## config.mk

```make
export PLATFORM = sky130hd
export DESIGN_NAME = remote_code_pulse_transmitter_unit
export DESIGN_NICKNAME = d
export VERILOG_FILES = /design/src/rcpt_pkg.sv /design/src/rcpt_front.sv /design/src/rcpt_code_q.sv /design/src/rcpt_back.sv /design/src/rcpt_out_q.sv /design/src/remote_code_pulse_transmitter_unit.sv
export SDC_FILE = /design/constraint.sdc
export NUM_CORES = 1
export LEC_CHECK = 0
export ABC_AREA = 1
export BUFFER_PORTS_ARGS = -buffer_cell sky130_fd_sc_hd__buf_4
export CORE_MARGIN = 3
export CORE_UTILIZATION = 59
export DETAILED_ROUTE_END_ITERATION = 16
export HOLD_SLACK_MARGIN = 0.1
export PLACE_DENSITY = 0.87
export SLEW_MARGIN = 0
export SYNTH_ARGS = -nofsm -noshare
export SYNTH_HDL_FRONTEND = slang
export SYNTH_SLANG_ARGS = --single-unit
```

## constraint.sdc

```tcl
create_clock -name clk -period 5.5 [get_ports clk]
set_clock_uncertainty 0.1 [all_clocks]
set_input_delay 1.1 -clock clk [delete_from_list [all_inputs] [get_ports clk]]
set_output_delay 1.1 -clock clk [all_outputs]
set_load 0.1 [all_outputs]
```

## src/rcpt_pkg.sv

```systemverilog
`default_nettype none

package rcpt_pkg;

	localparam int QUEUE_DEPTH = 16;
	localparam int QPTR_W = (QUEUE_DEPTH > 1) ? $clog2(QUEUE_DEPTH) : 1;
	localparam int QCNT_W = $clog2(QUEUE_DEPTH + 1);

	localparam int CODE_W = 24;
	localparam logic [4:0] SHORT_BITS = 5'd12;
	localparam logic [4:0] LONG_BITS = 5'd24;

	localparam int APB_ADDR_W = 4;
	localparam int APB_DATA_W = 32;

	localparam logic [1:0] REG_REPEAT = 2'd0;
	localparam logic [1:0] REG_GAP = 2'd1;
	localparam logic [1:0] REG_SHORT = 2'd2;
	localparam logic [1:0] REG_LONG = 2'd3;

	localparam logic [7:0] RESET_REPEAT = 8'd40;
	localparam logic [7:0] RESET_GAP = 8'd20;
	localparam logic [3:0] RESET_SHORT = 4'd1;
	localparam logic [3:0] RESET_LONG = 4'd2;

	typedef struct packed {
		logic fmt;
		logic [CODE_W-1:0] bits;
	} code_entry_t;

	typedef struct packed {
		logic is_enq;
		code_entry_t entry;
	} item_t;

	typedef struct packed {
		logic tx_level;
		logic busy_res;
		logic dropped;
	} result_t;

	typedef struct packed {
		logic [7:0] repeat_count;
		logic [7:0] gap_ticks;
		logic [3:0] short_ticks;
		logic [3:0] long_ticks;
	} cfg_t;

endpackage

`default_nettype wire

```

## src/rcpt_front.sv

```systemverilog
`default_nettype none

module rcpt_front
	import rcpt_pkg::*;
(
	input wire logic clk,
	input wire logic arst_n,
	input wire logic push,
	input wire logic cmd,
	input wire logic [CODE_W-1:0] code_word,
	input wire logic short_format,
	output logic full,
	output logic item_valid,
	output item_t item,
	input wire logic take
);

	item_t ent_q [2];
	logic wr_q;
	logic rd_q;
	logic [1:0] cnt_q;
	logic accept;
	item_t decoded;

	assign full = (cnt_q == 2'd2);
	assign accept = push && !full;
	assign item_valid = (cnt_q != 2'd0);
	assign item = ent_q[rd_q];

	// classify: enqueue carries the code and its format, a tick carries nothing useful
	always_comb begin
		decoded.is_enq = cmd;
		decoded.entry.fmt = cmd & short_format;
		decoded.entry.bits = cmd ? code_word : '0;
	end

	always_ff @(posedge clk) begin
		if (accept) begin
			ent_q[wr_q] <= decoded;
		end
	end

	always_ff @(posedge clk or negedge arst_n) begin
		if (!arst_n) begin
			wr_q <= 1'b0;
			rd_q <= 1'b0;
			cnt_q <= 2'd0;
		end else begin
			if (accept) begin
				wr_q <= ~wr_q;
			end
			if (take) begin
				rd_q <= ~rd_q;
			end
			cnt_q <= cnt_q + {1'b0, accept} - {1'b0, take};
		end
	end

endmodule

`default_nettype wire

```

## src/rcpt_code_q.sv

```systemverilog
`default_nettype none

module rcpt_code_q
	import rcpt_pkg::*;
(
	input wire logic clk,
	input wire logic arst_n,
	input wire logic wr_en,
	input wire code_entry_t wr_data,
	input wire logic rd_en,
	output code_entry_t rd_data,
	output logic [QCNT_W-1:0] fill,
	output logic is_full
);

	code_entry_t mem_q [QUEUE_DEPTH];
	logic [QPTR_W-1:0] head_q;
	logic [QPTR_W-1:0] tail_q;
	logic [QCNT_W-1:0] fill_q;

	localparam logic [QPTR_W-1:0] LAST_SLOT = QPTR_W'(QUEUE_DEPTH - 1);

	assign rd_data = mem_q[head_q];
	assign fill = fill_q;
	assign is_full = (fill_q == QCNT_W'(QUEUE_DEPTH));

	always_ff @(posedge clk) begin
		if (wr_en) begin
			mem_q[tail_q] <= wr_data;
		end
	end

	always_ff @(posedge clk or negedge arst_n) begin
		if (!arst_n) begin
			head_q <= '0;
			tail_q <= '0;
			fill_q <= '0;
		end else begin
			if (wr_en) begin
				tail_q <= (tail_q == LAST_SLOT) ? '0 : tail_q + 1'b1;
			end
			if (rd_en) begin
				head_q <= (head_q == LAST_SLOT) ? '0 : head_q + 1'b1;
			end
			fill_q <= fill_q + QCNT_W'(wr_en) - QCNT_W'(rd_en);
		end
	end

endmodule

`default_nettype wire

```

## src/rcpt_back.sv

```systemverilog
`default_nettype none

module rcpt_back
	import rcpt_pkg::*;
(
	input wire logic clk,
	input wire logic arst_n,
	input wire cfg_t cfg,
	input wire logic item_valid,
	input wire item_t item,
	output logic take,
	input wire logic out_room,
	output result_t res
);

	localparam logic [2:0] PH_IDLE = 3'd0;
	localparam logic [2:0] PH_PRE = 3'd1;
	localparam logic [2:0] PH_BIT_A = 3'd2;
	localparam logic [2:0] PH_BIT_B = 3'd3;
	localparam logic [2:0] PH_END_HIGH = 3'd4;
	localparam logic [2:0] PH_GAP = 3'd5;

	code_entry_t code_q;
	logic [4:0] bit_q;
	logic [2:0] phase_q;
	logic [7:0] ticks_q;
	logic [7:0] reps_q;

	code_entry_t n_code;
	logic [4:0] n_bit;
	logic [2:0] n_ph;
	logic [7:0] n_tl;
	logic [7:0] n_rep;
	logic [4:0] nb;
	logic [7:0] r;
	logic lvl;
	logic drop;
	logic cq_wr;
	logic cq_rd;
	logic [QCNT_W-1:0] fill_after;

	code_entry_t cq_head;
	logic [QCNT_W-1:0] cq_fill;
	logic cq_full;

	function automatic logic cur_bit(input code_entry_t e, input logic [4:0] bi);
		logic [4:0] pos;
		begin
			// bytes go out low first, each msb first
			pos = bi ^ 5'd7;
			cur_bit = (pos <= 5'd23) ? e.bits[pos] : 1'b0;
		end
	endfunction

	function automatic logic level_of(input logic [2:0] ph, input logic fmt);
		begin
			case (ph)
				PH_PRE, PH_END_HIGH: level_of = 1'b1;
				PH_BIT_A: level_of = ~fmt;
				PH_BIT_B: level_of = fmt;
				default: level_of = 1'b0;
			endcase
		end
	endfunction

	function automatic logic [7:0] enter_ticks(input logic [2:0] ph, input code_entry_t e,
			input logic [4:0] bi, input cfg_t c);
		logic [7:0] s;
		logic [7:0] l;
		logic first_long;
		begin
			s = (c.short_ticks == 4'd0) ? 8'd1 : {4'd0, c.short_ticks};
			l = (c.long_ticks == 4'd0) ? 8'd1 : {4'd0, c.long_ticks};
			first_long = e.fmt ? ~cur_bit(e, bi) : cur_bit(e, bi);
			case (ph)
				PH_PRE, PH_END_HIGH: enter_ticks = s;
				PH_BIT_A: enter_ticks = first_long ? l : s;
				PH_BIT_B: enter_ticks = first_long ? s : l;
				PH_GAP: enter_ticks = (c.gap_ticks == 8'd0) ? 8'd1 : c.gap_ticks;
				default: enter_ticks = 8'd0;
			endcase
		end
	endfunction

	rcpt_code_q u_code_q (
		.clk(clk),
		.arst_n(arst_n),
		.wr_en(cq_wr),
		.wr_data(item.entry),
		.rd_en(cq_rd),
		.rd_data(cq_head),
		.fill(cq_fill),
		.is_full(cq_full)
	);

	assign take = item_valid && out_room;

	always_comb begin
		n_code = code_q;
		n_bit = bit_q;
		n_ph = phase_q;
		n_tl = ticks_q;
		n_rep = reps_q;
		nb = '0;
		r = '0;
		lvl = 1'b0;
		drop = 1'b0;
		cq_wr = 1'b0;
		cq_rd = 1'b0;
		if (item.is_enq) begin
			lvl = level_of(phase_q, code_q.fmt);
			if (cq_full) begin
				drop = 1'b1;
			end else begin
				cq_wr = take;
			end
		end else begin
			// idle with a code waiting: this tick starts its first frame
			if (phase_q == PH_IDLE && cq_fill != '0) begin
				cq_rd = take;
				n_code = cq_head;
				n_rep = (cfg.repeat_count == 8'd0) ? 8'd1 : cfg.repeat_count;
				n_bit = 5'd0;
				n_ph = cq_head.fmt ? PH_PRE : PH_BIT_A;
				n_tl = enter_ticks(n_ph, n_code, n_bit, cfg);
			end
			if (n_ph != PH_IDLE) begin
				lvl = level_of(n_ph, n_code.fmt);
				n_tl = (n_tl != 8'd0) ? n_tl - 8'd1 : 8'd0;
				if (n_tl == 8'd0) begin
					case (n_ph)
						PH_PRE: begin
							n_ph = PH_BIT_A;
							n_tl = enter_ticks(n_ph, n_code, n_bit, cfg);
						end
						PH_BIT_A: begin
							n_ph = PH_BIT_B;
							n_tl = enter_ticks(n_ph, n_code, n_bit, cfg);
						end
						PH_BIT_B: begin
							nb = n_bit + 5'd1;
							n_bit = nb;
							if (nb >= (n_code.fmt ? SHORT_BITS : LONG_BITS)) begin
								n_ph = n_code.fmt ? PH_GAP : PH_END_HIGH;
							end else begin
								n_ph = PH_BIT_A;
							end
							n_tl = enter_ticks(n_ph, n_code, n_bit, cfg);
						end
						PH_END_HIGH: begin
							n_ph = PH_GAP;
							n_tl = enter_ticks(n_ph, n_code, n_bit, cfg);
						end
						PH_GAP: begin
							r = (n_rep != 8'd0) ? n_rep - 8'd1 : 8'd0;
							n_rep = r;
							if (r != 8'd0) begin
								n_bit = 5'd0;
								n_ph = n_code.fmt ? PH_PRE : PH_BIT_A;
								n_tl = enter_ticks(n_ph, n_code, n_bit, cfg);
							end else begin
								n_ph = PH_IDLE;
								n_tl = 8'd0;
								n_bit = 5'd0;
							end
						end
						default: begin
							n_ph = PH_IDLE;
						end
					endcase
				end
			end
		end
		fill_after = cq_fill + QCNT_W'(cq_wr) - QCNT_W'(cq_rd);
		res.tx_level = lvl;
		res.busy_res = (n_ph != PH_IDLE) || (fill_after != '0);
		res.dropped = drop;
	end

	always_ff @(posedge clk or negedge arst_n) begin
		if (!arst_n) begin
			code_q <= '0;
			bit_q <= '0;
			phase_q <= PH_IDLE;
			ticks_q <= '0;
			reps_q <= '0;
		end else if (take) begin
			code_q <= n_code;
			bit_q <= n_bit;
			phase_q <= n_ph;
			ticks_q <= n_tl;
			reps_q <= n_rep;
		end
	end

endmodule

`default_nettype wire

```

## src/rcpt_out_q.sv

```systemverilog
`default_nettype none

module rcpt_out_q
	import rcpt_pkg::*;
(
	input wire logic clk,
	input wire logic arst_n,
	input wire logic wr_en,
	input wire result_t wr_data,
	output logic room,
	input wire logic pop,
	output logic empty,
	output result_t rd_data
);

	result_t ent_q [2];
	logic wr_q;
	logic rd_q;
	logic [1:0] cnt_q;
	logic rd_en;

	assign room = (cnt_q != 2'd2);
	assign empty = (cnt_q == 2'd0);
	assign rd_en = pop && !empty;
	assign rd_data = ent_q[rd_q];

	always_ff @(posedge clk) begin
		if (wr_en) begin
			ent_q[wr_q] <= wr_data;
		end
	end

	always_ff @(posedge clk or negedge arst_n) begin
		if (!arst_n) begin
			wr_q <= 1'b0;
			rd_q <= 1'b0;
			cnt_q <= 2'd0;
		end else begin
			if (wr_en) begin
				wr_q <= ~wr_q;
			end
			if (rd_en) begin
				rd_q <= ~rd_q;
			end
			cnt_q <= cnt_q + {1'b0, wr_en} - {1'b0, rd_en};
		end
	end

endmodule

`default_nettype wire

```

## src/remote_code_pulse_transmitter_unit.sv

```systemverilog
// channel   direction  handshake             payload
// input     in         push / full           cmd, code_word, short_format
// result    out        empty / pop           tx_level, busy_res, dropped
// config    in         psel/penable/pwrite   paddr, pwdata, prdata, pready
//
// one item per cycle sustained while the result queue has room; an item passes from the input
// queue through the waveform engine into the result queue, where its result shows
// the engine handles a tick or an enqueue combinationally as it is taken, including a code pop
// arst_n clears all control state; no clearing pass, code slots are written before read
// a stalled result side fills the two-entry result queue, then the input queue, then full

`default_nettype none

module remote_code_pulse_transmitter_unit
	import rcpt_pkg::*;
(
	input wire logic clk,
	input wire logic arst_n,
	input wire logic push,
	output logic full,
	input wire logic cmd,
	input wire logic [CODE_W-1:0] code_word,
	input wire logic short_format,
	output logic empty,
	input wire logic pop,
	output logic tx_level,
	output logic busy_res,
	output logic dropped,
	input wire logic psel,
	input wire logic penable,
	input wire logic pwrite,
	input wire logic [APB_ADDR_W-1:0] paddr,
	input wire logic [APB_DATA_W-1:0] pwdata,
	output logic [APB_DATA_W-1:0] prdata,
	output logic pready
);

	logic [7:0] repeat_q;
	logic [7:0] gap_q;
	logic [3:0] short_q;
	logic [3:0] long_q;
	logic [1:0] reg_idx;
	logic cfg_wr;
	cfg_t cfg;

	logic item_valid;
	item_t item;
	logic take;
	logic out_room;
	result_t res;
	result_t out_res;

	assign pready = 1'b1;
	assign reg_idx = paddr[APB_ADDR_W-1:2];
	assign cfg_wr = psel && penable && pwrite && pready;

	always_ff @(posedge clk or negedge arst_n) begin
		if (!arst_n) begin
			repeat_q <= RESET_REPEAT;
			gap_q <= RESET_GAP;
			short_q <= RESET_SHORT;
			long_q <= RESET_LONG;
		end else if (cfg_wr) begin
			case (reg_idx)
				REG_REPEAT: repeat_q <= pwdata[7:0];
				REG_GAP: gap_q <= pwdata[7:0];
				REG_SHORT: short_q <= pwdata[3:0];
				REG_LONG: long_q <= pwdata[3:0];
				default: ;
			endcase
		end
	end

	always_comb begin
		case (reg_idx)
			REG_REPEAT: prdata = {24'd0, repeat_q};
			REG_GAP: prdata = {24'd0, gap_q};
			REG_SHORT: prdata = {28'd0, short_q};
			REG_LONG: prdata = {28'd0, long_q};
			default: prdata = '0;
		endcase
	end

	always_comb begin
		cfg.repeat_count = repeat_q;
		cfg.gap_ticks = gap_q;
		cfg.short_ticks = short_q;
		cfg.long_ticks = long_q;
	end

	rcpt_front u_front (
		.clk(clk),
		.arst_n(arst_n),
		.push(push),
		.cmd(cmd),
		.code_word(code_word),
		.short_format(short_format),
		.full(full),
		.item_valid(item_valid),
		.item(item),
		.take(take)
	);

	rcpt_back u_back (
		.clk(clk),
		.arst_n(arst_n),
		.cfg(cfg),
		.item_valid(item_valid),
		.item(item),
		.take(take),
		.out_room(out_room),
		.res(res)
	);

	rcpt_out_q u_out_q (
		.clk(clk),
		.arst_n(arst_n),
		.wr_en(take),
		.wr_data(res),
		.room(out_room),
		.pop(pop),
		.empty(empty),
		.rd_data(out_res)
	);

	assign tx_level = out_res.tx_level;
	assign busy_res = out_res.busy_res;
	assign dropped = out_res.dropped;

endmodule

`default_nettype wire

```

; ---- Yosys cells after proc, flatten, opt, wreduce, memory -nomap -nowiden
; Memory sizes are Yosys's and may differ from the RTL's.
; Cells that the tools add are included.
[op_classes]
muxes = 81
addsub = 11
n_reduce_logical = 35
n_lt_le_gt_ge = 5
n_bitwise = 14
n_eq_ne = 32
[ops]
columns = operator, n
row1 = $mux W8, 18
row2 = $pmux W32 S4, 1
row3 = $pmux W8 S4, 3
row4 = $mux W25, 2
row5 = $pmux W8 S5, 1
row6 = $mux W3, 11
row7 = $mux W4, 8
row8 = $eq A3 B2 Y1 const B, 10
row9 = $eq A3 B3 Y1 const B, 9
row10 = $mux W5, 5
row11 = $logic_not A8 Y1, 3
row12 = $mux W24, 1
row13 = $reduce_bool A8 Y1, 3
row14 = $mux W1, 23
row15 = $sub A8 B1 Y8 const B, 2
row16 = $eq A3 B1 Y1 const B, 5
row17 = $pmux W3 S5, 1
row18 = $lt A5 B6 Y1 const B, 2
row19 = $not A1 Y1, 11
row20 = $bmux W1 S5, 2
row21 = $le A5 B5 Y1 const B, 2
row22 = $pmux W5 S2, 1
row23 = $reduce_and A2 Y1, 5
row24 = $reduce_bool A5 Y1, 2
row25 = other kinds (25), 47
[word_totals]
mem_bits_rw = 458
word_cells = 200
mem_count = 3
register_bits = 94
[memory_table]
columns = memory, words, word_bits, rd, rd_clocked_by_memory_dff, wr, line
row1 = u_back.u_code_q.mem_q, 16, 25, 1, 0, 1, rcpt_code_q.sv:16  ; code_entry_t mem_q [QUEUE_DEPTH];
row2 = u_front.ent_q, 2, 26, 1, 0, 1, rcpt_front.sv:18  ; item_t ent_q [2];
row3 = u_out_q.ent_q, 2, 3, 1, 0, 1, rcpt_out_q.sv:16  ; result_t ent_q [2];

; ---- Longest topological paths before layout
; Gate-level depths: netlist of the first run.
; An unclocked memory read counts as a cell.
[logic_depth]
word_depth = 19
depth_mapped = 28
ltp_nobuf = 26

; ---- By module
; A second synthesis of the first run with hierarchy kept.
[hier_totals]
hier_cells = 3101
area_unflattened_um2 = 27356.2
[modules_own_cells]
columns = module, instances, area_per_inst_um2, cells_each
row1 = rcpt_code_q, 1, 18144.9, 1812
row2 = rcpt_back, 1, 4959.8, 847
row3 = rcpt_front, 1, 2463.6, 217
row4 = remote_code_pulse_transmitter_unit, 1, 1342.5, 179
row5 = rcpt_out_q, 1, 445.4, 46

; ---- Least setup slack after synthesis of the first run
; No wires, ideal clock.
[synth_timing]
kind = input-to-output
startpoint = in paddr[3]
endpoint = out prdata[1]
arrival_time_ns = 3.434
path_buffers = 0
cell_stages = 3
setup_slack_ns = 0.866
required_ns = 4.300
path_cell_list = nor2_1 inv_1 o21ai_0
[synth_via]
elab_chain_cells = 2
word_cells_on_any_way = 5
[synth_rtl]
columns = element, line
row1 = "start, declared", remote_code_pulse_transmitter_unit.sv:32  ; input wire logic [APB_ADDR_W-1:0] paddr,
row2 = "$eq A2 B2 Y1, or another cell as far along", remote_code_pulse_transmitter_unit.sv:75  ; case (reg_idx)
row3 = $pmux W32 S4 (*), remote_code_pulse_transmitter_unit.sv:75
row4 = "end, declared", remote_code_pulse_transmitter_unit.sv:34  ; output logic [APB_DATA_W-1:0] prdata,
; Every way passes the cells marked *; elsewhere a longest branch is shown, timed or not. The select of a mux whose other input is x is not followed.

==> flow_summary.rst, run 1 <==
.. list-table::
   :header-rows: 1

   * - Metric
     - Value
   * - Number of enable flip-flop cells after synthesis
     - 458
   * - Origin of the worst setup path
     - u_back.u_code_q.head_q[1]
   * - Sequential share of the synthesized area
     - 63.45%
   * - Port buffer count
     - 55
   * - R2R depth
     - 21
   * - Peak clock frequency supported by timing
     - 0.2206 GHz
   * - Placeable core region
     - around 42000 um2
   * - Antenna-violating nets left
     - 0
   * - Die ar.
     - 45570 um2
   * - Clk root buf
     - clkbuf_16
   * - Per-instance average area after synthesis
     - 9.847 um2
   * - Register-to-register path setup slack
     - 970 ps
   * - HPWL reported at the end of detailed placement
     - 37910 um
   * - Endpoint, Worst Hold
     - u_back.reps_q[0]
   * - Cell area reported after detailed placement
     - roughly 26000 um2
   * - Count of final hold-check violations
     - 0
   * - Count of endpoints failing setup in the final report
     - 0
   * - Width of the chip
     - between 200 and 250 um
   * - Tightest Pin Transition
     - 1159 ps
   * - Vias/cell
     - about 6
   * - Number of synthesized register bits
     - between 500 and 600
   * - Total Nets Final
     - 2704
   * - Critical Path Fanout Max
     - 54
   * - Class of the most critical hold timing path
     - reg -> reg
   * - Category of the worst setup path capture point
     - register
   * - Share of the synthesized area in the top cell type
     - 54.16%
   * - Worst slew margin relative to its limit
     - 22.55%
   * - Startpoint of the most critical hold path
     - u_back.reps_q[0]
   * - Unrepaired setup endpoints after global routing
     - no
   * - Syn. warnings
     - 0
   * - Synth cell count leaders
     - 781 x nand2_1, 458 x edfxtp_1, 267 x nand3_1
   * - CTS Hold Bufs
     - 0
   * - Number of stages on the worst hold path
     - 2
   * - Most repeated cell in the gate-level netlist after synthesis
     - nand2_1
   * - Clock transition time at the flip-flop clock pins of the worst setup and hold paths
     - 60 ps
   * - DR iter-0 viols
     - 2379
   * - Antenna Diode Count
     - 0
   * - Clock Latency Late Sink
     - 610 ps
   * - Antenna violations before repair
     - 0
   * - Number of remaining DRC errors
     - 0
   * - Setup fix buffers added after clock tree synthesis
     - 0
   * - Minimum period implied by the final worst setup slack
     - 4532 ps
   * - Critical Path RT
     - 5740 ps
   * - Pin count of the biggest net entering global routing
     - 81
   * - Kind of start point of the critical path
     - register
   * - Kind of critical path
     - reg -> reg
   * - Highest ir drop seen on vdd
     - 0.4565 mV
   * - TritonCTS Sinks
     - approximately 550
   * - Clock tree from TritonCTS
     - built
   * - Vias
     - approximately 19000
   * - Placer congestion estimate
     - 0.9050
   * - Run status
     - finished, final reports clean
   * - Initial Util
     - 60.14%
   * - Global route overflow
     - 0
   * - Top Ports
     - 107
   * - First-pass GRT wire length
     - 97320 um
   * - Pre-CTS setup slack
     - 1048 ps
   * - Number of gates resized after cts
     - 0
   * - Overall global routing resource usage
     - about 28%
   * - Main area contributors after synthesis
     - edfxtp_1 54%, nand2_1 12%, dfrtp_1 8.7%
   * - Max-slew violation count
     - 0
   * - Worst reg2reg path endpoint
     - u_out_q.ent_q[0][1]
   * - Level count of the clock H-tree
     - 2
   * - Number of maximum-capacitance constraint violations
     - 0
   * - Max Buffers Root-to-Sink
     - 3
   * - Leak
     - 0.01152 uW
   * - Summed negative setup slack over all endpoints
     - 0 ps
   * - Number of unique standard cell types used by synthesis
     - 58
   * - Total number of placement rows
     - 75
   * - Most frequently used flop master after synthesis
     - edfxtp_1
   * - Vertical die dimension
     - between 200 and 250 um
   * - Signed area change from the synthesized netlist to the final layout
     - 9.692%
   * - Crit share post-route
     - just over 80%
   * - Avg WL per Cell
     - 19.63 um
   * - Ratio of cells with drive above 1 in the final layout
     - 9.457%
   * - Worst Slack Setup Final
     - 967.8 ps
   * - Final standard cell area without fillers
     - 27860 um2
   * - Final routed wirelength across all metal layers
     - roughly 63000 um
   * - Cell count after synthesis
     - 2579
   * - Synth Cell Area
     - 25390 um2
   * - Number of buffers created by CTS
     - 53
   * - Number of global-route vias before repair
     - ~19000
   * - Asr flop ratio synth
     - 17.03%
   * - First-pass iteration count of the detailed router
     - 6
   * - Top cell type by total area after synthesis
     - edfxtp_1
   * - Startpoint of the most critical register-to-register path
     - u_back.u_code_q.head_q[1]
   * - Critical path data arrival time
     - 4770 ps
   * - Power density over the cells
     - ~600 nW/um2
==> metrics by stage <==
step / utilization, % / hold slack (ps) / instances / power (uW)
2_1_floorplan: - / 341.2 / 2602 / 11380
3_3_place_gp: 62.12 / 357.5 / 3097 / 13000
3_5_place_dp: 62.12 / 364.8 / 3097 / 13350
4_1_cts: 65.96 / 382.3 / 3193 / 16820
5_1_grt: 65.96 / 406.4 / 3193 / 17940
6_report: 65.96 / 383.3 / 3193 / 16920
==> final cells by class <==
type | instances | area [um2]
flip-flops and latches | 552 | 16120
repair buffers | 97 | 728.2
inverters | 224 | 845.8
multi-input cells | 1685 | 7861
well taps | 539 | 674.4
clock inverters | 21 | 196.4
fillers | 2973 | 14370
clock buffers | 75 | 1429
==> layout by cell type, fill, tap and decap left out, types with 21 or more instances in the layout <==
master       n
nand2_1    781
edfxtp_1   458
nand3_1    267
inv_1      209
nor2_1     178
o21ai_0    128
buf_4       97
dfrtp_1     86
clkbuf_16   53
a21oi_1     52
o21ai_1     32
o22ai_1     29
conb_1      25
nor2_2      23
nand4_1     23
ha_1        21
==> critical path: stages (launching register included) <==
cell     delay [ps]
dfrtp_4         900
inv_2           340
o21ai_1         160
o22ai_1         100
nand2_1          90
nand2_2         100
nor2_8          270
nand2_1         130
o21ai_2         170
inv_2           160
ha_1            320
nand2_1          60
nand2_1          50
a31o_2          270
nand2_1         150
o21ai_1         190
a21oi_1         180
a21oi_1          90
nand3_1          80
nand2_1          70
o21ai_1         160
nand2_1          90
==> power by group <==
part,switching (uW),internal (uW)
sequential,446,5770
clock,1520,1920
combinational,5300,1970
==> state kept, by name, indices dropped and copies added, names as in the netlist <==
signal,cells
u_back.u_code_q.mem_q,400
repeat_q,8
u_back.bit_q,5
u_front.wr_q,1
u_back.phase_q,3
u_back.u_code_q.fill,5
u_front.rd_q,1
u_back.code_q,25
long_q,4
gap_q,8
u_back.u_code_q.head_q,4
u_front.cnt_q,2
u_out_q.cnt_q,2
u_out_q.ent_q,6
short_q,4
u_back.ticks_q,8
u_out_q.rd_q,1
u_back.reps_q,8
u_front.ent_q,52
u_out_q.wr_q,1
u_back.u_code_q.tail_q,4
==> how the worst max path moves through the flow <==
stage	to	slack (ps)	cells after the start
3_3_place_gp	u_out_q.ent_q[0][1]	1130	21
2_1_floorplan	prdata[1]	870	3
4_1_cts	u_out_q.ent_q[0][1]	1040	21
6_report	u_out_q.ent_q[0][1]	970	21
3_5_place_dp	u_out_q.ent_q[0][1]	1050	21
5_1_grt	u_out_q.ent_q[0][1]	640	21
==> layer usage <==
metal  vias up  track usage, %  part of all wire, %
met3       226           5.150                   10
met1      8961           34.61                   37
met4         0           13.58                  4.8
li1       8724               -                    -
met2      1190           46.40                   48
met5         -               0                    0
==> logic make-up (layout without fill, tap and decap cells) <==
logic type / after synthesis / in the layout / share of synthesized area [%]
AO/OA/AOI/OAI: 302 / 302 / 6.819
adder cells (fa/ha/maj): 22 / 22 / 1.114
buffers and inverters: 365 / 417 / 6.139
other: 2 / 25 / 0.02957
AND/OR/NAND/NOR: 1321 / 1321 / 21.93
XOR/XNOR: 15 / 15 / 0.5173
flip-flops: 552 / 552 / 63.45
(Power assumes the default switching activity.)
==> run 2, diff against run 1 <==
==> constraint.sdc (replaced) <==
create_clock -name clk -period 4.6 [get_ports clk]
set_clock_uncertainty 0.1 [all_clocks]
set_input_delay 0.92 -clock clk [delete_from_list [all_inputs] [get_ports clk]]
set_output_delay 0.92 -clock clk [all_outputs]
set_load 0.1 [all_outputs]
==> run 2 against run 1 <==
- total power is 22% higher
- largest power group unchanged
- design area is 0.82% higher
- largest cell class unchanged
- count of clock-buffer cells in the layout is 7 lower
- setup slack worse by 660 ps
==> flow_summary.rst, run 2 (synthesis results as in run 1) <==
.. list-table::
   :header-rows: 1

   * - Metric
     - Value
   * - HPWL reported at the end of detailed placement
     - 38750 um
   * - Pre-CTS setup slack
     - between 400 and 500 ps
   * - Origin of the worst setup path
     - u_back.u_code_q.head_q[3]
   * - Total number of placement rows
     - 75
   * - Width of the chip
     - 213.5 um
   * - Cell with the largest stage delay on the worst path
     - dfrtp_1
   * - TritonCTS Sinks
     - roughly 550
   * - Top library cells by usage in the layout, fill and taps aside
     - 781 x nand2_1, 458 x edfxtp_1, 267 x nand3_1
   * - Critical Path RT
     - 4850 ps
   * - Worst Slack Setup Final
     - 308.3 ps
   * - Cell breakdown of the critical path
     - nand2_2 > inv_2 > nand2_1 > nand2_1 > clkinv_1 > nand2_2 > nand2_4 > nand2_1 > nand3_2 > nand2_4 > ha_1 > inv_1 > nor2_4 > nand3b_4 > nand3_1 > nand3_1 > nor2_4 > nand2_4 > nand2_1 > nand2_1 > o21ai_1 > nand2_1
   * - Number of gates resized after cts
     - 0
   * - Ratio of cells with drive above 1 in the final layout
     - 9.895%
   * - Worst slew margin relative to its limit
     - 24.37%
   * - Antenna Diode Count
     - 0
   * - Minimum period implied by the final worst setup slack
     - 4292 ps
   * - Startpoint of the most critical register-to-register path
     - u_back.u_code_q.head_q[3]
   * - Setup fix buffers added after clock tree synthesis
     - 0
   * - Summed negative setup slack over all endpoints
     - 0 ps
   * - Kind of critical path
     - reg -> reg
   * - Kind of start point of the critical path
     - register
   * - Largest stage delay, worst path
     - 620 ps
   * - First-pass GRT wire length
     - 100200 um
   * - Clock transition time at the flip-flop clock pins of the worst setup and hold paths
     - 60 ps
   * - Port buffer count
     - 55
   * - Tightest Pin Transition
     - 1132 ps
   * - End-of-flow core utilization
     - 66.50%
   * - Met1 Track Usage GR
     - 35.28%
   * - Class of the most critical hold timing path
     - in -> async
   * - Final routed wirelength across all metal layers
     - 65410 um
   * - Critical Path Fanout Max
     - 18
   * - Clock Latency Late Sink
     - 640 ps
   * - Vias/cell
     - 6.036
   * - Signed area change from the synthesized netlist to the final layout
     - 10.59%
   * - Category of the worst setup path capture point
     - register
   * - Antenna violations before repair
     - 0
   * - Most common cell after layout, fill and taps aside
     - nand2_1
   * - Overall global routing resource usage
     - 28.51%
   * - Number of buffers created by CTS
     - 54
   * - Critical Path Most Common Cell
     - nand2_1
   * - CTS Hold Bufs
     - 0
   * - Max-slew violation count
     - 0
   * - Leak
     - 0.01163 uW
   * - Vias
     - 19360
   * - Global-route met2 utilization
     - between 40 and 50%
   * - Level count of the clock H-tree
     - 2
   * - Pin count of the biggest net entering global routing
     - between 80 and 90
   * - Most flops, register
     - u_back.u_code_q.mem_q
   * - Most Used Layer, Global Route
     - met2
   * - Total Nets Final
     - 2714
   * - Highest ir drop seen on vdd
     - approximately 0.47 mV
   * - Die ar.
     - 45570 um2
   * - First-pass iteration count of the detailed router
     - 5
   * - Count of endpoints failing setup in the final report
     - 0
   * - Number of maximum-capacitance constraint violations
     - 0
   * - Top Ports
     - ~110
   * - Number of flip-flops in the largest register
     - 400
   * - Placeable core region
     - roughly 42000 um2
   * - Unrepaired setup endpoints after global routing
     - no
   * - Clock tree from TritonCTS
     - built
   * - Vertical die dimension
     - between 200 and 250 um
   * - Number of global-route vias before repair
     - ~19000
   * - Met3 Resource Use GR
     - 4.813%
   * - Number of filler cells placed in the layout
     - between 2000 and 3000
   * - Clk root buf
     - clkbuf_16
   * - Number of remaining DRC errors
     - 0
   * - DR iter-0 viols
     - between 2000 and 2500
   * - Final std cells w/o fill
     - 3207
   * - Avg WL per Cell
     - between 20 and 25 um
   * - Initial Util
     - 60.14%
   * - Placer congestion estimate
     - 0.8679
   * - Antenna-violating nets left
     - 0
   * - Critical path data arrival time
     - 4540 ps
   * - DP Cell Count
     - 3106
   * - Power density over the cells
     - approximately 740 nW/um2
   * - Global route overflow
     - 0
   * - Peak clock frequency supported by timing
     - approximately 0.23 GHz
   * - Run status
     - finished, final reports clean
   * - Registers with the most flip-flops
     - u_back.u_code_q.mem_q (400), u_front.ent_q (52), u_back.code_q (25)
   * - Crit share post-route
     - 93.30%
   * - Max Buffers Root-to-Sink
     - 3
   * - Count of final hold-check violations
     - 0
## run 2: where the power goes
part | switching, uW | internal [uW]
combinational | 6520 | 2400
clock | 1920 | 2480
sequential | 478 | 6900
## run 2: per-stage QoR
| step | cell area (um2) | total power (uW) | hold WS, ps |
|---|---|---|---|
| 2_1_floorplan | 25480 | 13610 | 341.2 |
| 3_3_place_gp | 26310 | 15640 | 359.2 |
| 5_1_grt | 28080 | 21840 | 408.8 |
| 4_1_cts | 28080 | 20530 | 345.9 |
| 3_5_place_dp | 26310 | 16060 | 364.6 |
| 6_report | 28080 | 20690 | 349.2 |
## run 2: cell type report
cell class | instances | area (um2) | share of cell area [%]
Inverter | 224 | 845.8 | 3.012
Clock inverter | 33 | 359.1 | 1.279
Clock buffer | 68 | 1414 | 5.035
Sequential cell | 552 | 16120 | 57.40
Tap cell | 539 | 674.4 | 2.401
Timing Repair Buffer | 106 | 808.3 | 2.878
Multi-Input combinational cell | 1685 | 7861 | 27.99
## run 2: path summary, 6_finish.rpt
kind / to / slack (ps) / depth (start not counted)
worst max-delay path: u_out_q.ent_q[1][1] / 310 / 22
max in group asynchronous: u_back.ticks_q[2] / 3090 / 2
worst min-delay path: u_back.code_q[0] / 350 / 1
worst min register to register: u_back.ticks_q[0] / 380 / 2
min in group clk: u_back.ticks_q[0] / 380 / 2
worst max register to register: u_out_q.ent_q[1][1] / 310 / 22
## run 2: layer usage
layer / wire (um) / up-vias
met1: 23410 / 9074
met5: 0 / -
met3: 6816 / 272
li1: - / 8766
met4: 3659 / 0
met2: 31520 / 1247
## run 2: critical path, delay by kind of cell (launching register included)
family | cells | cell delay (ps)
fa+ha+maj | 1 | 190
compound gates | 1 | 140
buf+inv | 3 | 640
simple gates | 17 | 2340
flops | 1 | 620
